**config.mk**
```make
export PLATFORM = sky130hd
export DESIGN_NAME = cgm_div
export DESIGN_NICKNAME = d
export VERILOG_FILES = /design/src/assert_macros.svh /design/src/cgm_div.sv
export SDC_FILE = /design/constraint.sdc
export NUM_CORES = 1
export LEC_CHECK = 0
export BUFFER_PORTS_ARGS = -buffer_cell sky130_fd_sc_hd__buf_2
export CAP_MARGIN = 10
export CORE_ASPECT_RATIO = 1.2
export CORE_MARGIN = 2
export CORE_UTILIZATION = 45
export DETAILED_ROUTE_END_ITERATION = 7
export HOLD_SLACK_MARGIN = 0.12
export PLACE_DENSITY = 0.75
export SETUP_SLACK_MARGIN = 0.4
export SLEW_MARGIN = 30
export SYNTH_ARGS = -nofsm -noshare
export SYNTH_HDL_FRONTEND = slang
export SYNTH_SLANG_ARGS = --single-unit
```
**constraint.sdc**
```tcl
create_clock -name clk -period 3.7 [get_ports clk]
set_input_delay 0.37 -clock clk [delete_from_list [all_inputs] [get_ports clk]]
set_output_delay 0.37 -clock clk [all_outputs]
set_load 0.02 [all_outputs]
```
**src/assert_macros.svh**
```systemverilog
// Assertion macros used by the covariance block's top-level module.
`ifndef ASSERT_MACROS_SVH
`define ASSERT_MACROS_SVH
`ifndef SYNTHESIS
`define CGM_ASSERT(lbl, cond) \
  lbl: assert property (@(posedge clk) disable iff (!rst_n) (cond)) \
    else $error("cgm assertion failed");
`define CGM_ASSERT_NEXT(lbl, ante, cons) \
  lbl: assert property (@(posedge clk) disable iff (!rst_n) (ante) |=> (cons)) \
    else $error("cgm assertion failed");
`else
`define CGM_ASSERT(lbl, cond)
`define CGM_ASSERT_NEXT(lbl, ante, cons)
`endif
`endif

```
**src/cgm_div.sv**
```systemverilog
// Restoring divider, one quotient bit per cycle.
module cgm_div #(
  parameter int NUM_W = 55,
  parameter int DEN_W = 21
) (
  input  logic             clk,
  input  logic             rst_n,
  input  logic             start,
  input  logic [NUM_W-1:0] num,
  input  logic [DEN_W-1:0] den,
  output logic             busy,
  output logic [NUM_W-1:0] quo
);
  localparam int CNT_W = $clog2(NUM_W + 1);

  logic [CNT_W-1:0] cnt_r;
  logic             busy_r;
  logic [NUM_W-1:0] q_r;
  logic [DEN_W-1:0] rem_r;
  logic [DEN_W:0]   shifted;
  logic             ge;

  assign shifted = {rem_r, q_r[NUM_W-1]};
  assign ge      = shifted >= {1'b0, den};

  always_ff @(posedge clk) begin
    if (!rst_n) begin
      busy_r <= 1'b0;
      cnt_r  <= '0;
    end else if (start) begin
      busy_r <= 1'b1;
      cnt_r  <= CNT_W'(NUM_W);
    end else if (busy_r) begin
      cnt_r <= cnt_r - 1'b1;
      if (cnt_r == CNT_W'(1)) begin
        busy_r <= 1'b0;
      end
    end
  end

  always_ff @(posedge clk) begin
    if (start) begin
      q_r   <= num;
      rem_r <= '0;
    end else if (busy_r) begin
      q_r   <= {q_r[NUM_W-2:0], ge};
      rem_r <= ge ? DEN_W'(shifted - {1'b0, den}) : DEN_W'(shifted);
    end
  end

  assign busy = busy_r;
  assign quo  = q_r;
endmodule
```
==> run_results.csv <==
group,metric,value,unit
run_status,status,"complete, no violations",
cts,cts_max_path_buffers,2,
cts,postCtsHoldBufs,0,
detailed_routing,drcViolationCount,0,
floorplanning,dieWidth,97.0,um
place,port_buffers,134,
floorplanning,core_area,0.0101,mm^2
critical_path,slowest_stage,"fa_1",
detailed_routing,vias,3704,
critical_path,worstSetupPathType,"reg2reg",
final_layout,synthToLayoutAreaGrowth,22.7,%
detailed_routing,viasPerCell,5.39,
detailed_routing,ant_nets,0,
detailed_routing,drt_iter0_drc,181,
logic_synthesis,yosys_register_bits,83,
final_layout,fillerInstances,880,
timing,max_freq,0.341,GHz
floorplanning,die_h,116,um
critical_path,cpMostUsedCell,"o21ai_0",
critical_path,cpLargestDelayFamily,"compound AO/OA/AOI/OAI gates",
floorplanning,io_pins,135,
final_layout,final_nets,659,
cts,clkTransAtPathRegs,70,ps
cts,clk_latency,340,ps
timing,period_minus_slack,2930,ps
cts,htreeDepth,3,
final_layout,insertedDiodeCount,0,
detailed_routing,first_pass_iters,4,
timing,rsz0062_at_grt,"no",
logic_synthesis,netlist_area,0.00467,mm^2
timing,worst_pin_slew,893,ps
logic_synthesis,netlist.area_leader.share,0.354,
floorplanning,die-area,0.0112,mm^2
critical_path,critPathMaxFanout,3,
timing,setup_viol,0,
detailed_routing,routed_wl,11000,um
cts,clkSinkCount,83,
logic_synthesis,syn_area_per_cell,11.1,um^2
cts,post_cts_buffers,0,
worst_hold_path,whs_path_depth,2,
timing,fin_skew,6.25,ps
detailed_routing,wire_per_inst,16.0,um
timing,drv_slew,0,
grt,grt_pass1_wl,17600,um
logic_synthesis,post-synth-top-area-cell,"edfxtp_1",
grt,grt_overflow,0,
cts,cts_root_buf,"clkbuf_16",
cts,cts_resized,0,
cts,cts_tree,"built",
grt,grt_max_degree,74,
timing,slew_headroom,0.405,
final_layout,instances_no_fill,687,
critical_path,worstPathArrival,3150,ps
worst_hold_path,hp-class,"in2reg",
flow_run,drv_cap,0,
critical_path,cp-end-kind,"flip-flop",
grt,grtUsageTotal,0.197,
logic_synthesis,seq_area_frac_synth,0.474,
pwr,ir_drop,280,uV
logic_synthesis,synth_ff_type,"edfxtp_1",
critical_path,crit_required,3920,ps
pwr,power_leakage,0.00251,uW
grt,antenna_found_initial,0,
logic_synthesis,synth_edf_count,55,
place,place.gp.congestion,0.900,
floorplanning,initial_core_util,0.464,
critical_path,crit_cells,12,
logic_synthesis,synthArstFlopShare,0,
critical_path,reg2reg_depth,12,
timing,finalHoldViolations,0,
place,dpl.hpwl,8130,um
pwr,powerDensity,448,mW/mm^2
critical_path,startpoint_type,"flip-flop",
logic_synthesis,yosysWarnings,0,
critical_path,cp_num_buf_inv,2,
logic_synthesis,synthCells,422,
logic_synthesis,synthTopCellsByArea,"edfxtp_1, mux2_2, dfxtp_1, ha_1, a21oi_1",
timing,fin_crit_sh,0.792,
floorplanning,num_rows,40,
place,post-place-cells,671,
logic_synthesis,syn-num-nets,525,
grt,grt_pass1_vias,3808,
final_layout,layout-drive-gt1-share,0.396,
critical_path,cpPeakStageDelay,420,ps
logic_synthesis,yosysUniqueCellTypes,56,
critical_path,worstPathCellList,"inv_1, ha_1, inv_1, fa_1, a211oi_2, o21ai_0, a21o_1, a21oi_1, o21ai_0, a311oi_1, xor2_1, o21ai_0",
timing,fin_setup_tns,0,ps
cts,cts_buffers,9,
logic make-up (layout without fill, tap and decap cells):
group,after synthesis,count (layout),synth area share
compound gates,108,108,0.159
xor+xnor,20,20,0.0375
fa+ha+maj,24,24,0.0660
buf+inv,47,186,0.0429
flops,83,83,0.474
mux,58,58,0.139
simple gates,82,82,0.0815
cell usage in the layout, fill, tap and decap left out, types with 3 or more instances in the layout:
master	instances
nand3_1	5
buf_4	6
nor2b_1	3
nor3_1	4
dfxtp_1	28
o21ai_0	24
a22oi_1	4
mux2_2	54
a21oi_1	26
nand2_1	23
mux2i_1	4
buf_2	134
clkbuf_16	9
o21a_1	11
a211oi_1	11
inv_1	29
a21o_1	6
edfxtp_1	55
nor2_1	32
xor2_1	11
and2_1	3
ha_1	23
xnor2_1	9
cells in the mapped netlist, types with 2 or more instances:
cell       n
nor2b_1    3
a211oi_1  11
nor2_1    32
mux2_2    54
nor3_1     4
dfxtp_1   28
buf_6      2
buf_4      2
a21o_1     6
o311a_1    2
nand3_1    5
nand2_1   23
mux2i_1    4
o21a_1    11
o21bai_1   2
nand2b_1   2
a22oi_1    4
a21oi_1   26
or3_1      2
o211ai_1   2
a32oi_1    2
xnor2_1    9
and3_1     2
and2_1     3
clkbuf_1  12
o21ai_0   24
ha_1      23
edfxtp_1  55
xor2_1    11
inv_1     30
layout make-up:
type,count,area (um^2),area share
Multi-Input combinational cell,292,2250,0.393
Sequential cell,83,2210,0.386
Timing Repair Buffer,140,716,0.125
Clock buffer,9,225,0.0393
Tap cell,126,158,0.0275
Inverter,30,113,0.0197
Clock inverter,7,50.0,0.00874
state kept, by name, summed over array words and instances (netlist names):
register	count
busy	1
cnt_r	6
quo	55
rem_r	21
path summary, 6_finish.rpt:
| check | startpoint | to | slack [ps] |
|---|---|---|---|
| max | quo[54] | rem_r[20] | 770 |
| min | rst_n | cnt_r[2] | 320 |
| max reg2reg | quo[54] | rem_r[20] | 770 |
| min reg2reg | rem_r[4] | rem_r[4] | 500 |
routing by layer:
metal | routed length, um | share of wire | global-route usage | vias up
li1 | - | - | - | 1828
met1 | 4600 | 0.42 | 0.230 | 1716
met2 | 5430 | 0.49 | 0.341 | 141
met3 | 741 | 0.067 | 0.0513 | 19
met4 | 245 | 0.022 | 0.0939 | 0
met5 | 0 | 0 | 0 | -
through the flow:
stage / util / instance area [um^2] / total power, uW / worst slack [ps] / hold WS, ps
2_1_floorplan: - / 4670 / 1560 / 910 / 451
3_3_place_gp: 0.542 / 5450 / 1730 / 860 / 467
3_5_place_dp: 0.542 / 5450 / 1740 / 803 / 495
4_1_cts: 0.569 / 5730 / 2590 / 795 / 314
5_1_grt: 0.569 / 5730 / 2680 / 517 / 318
6_report: 0.569 / 5730 / 2560 / 770 / 325
report_power, final:
group          leakage (uW)  switching, uW  internal [uW]
clock network      0.000136            382            459
logic               0.00159            330            244
registers          0.000783           52.7           1100
No activity file was read; power rests on OpenSTA's default activity.
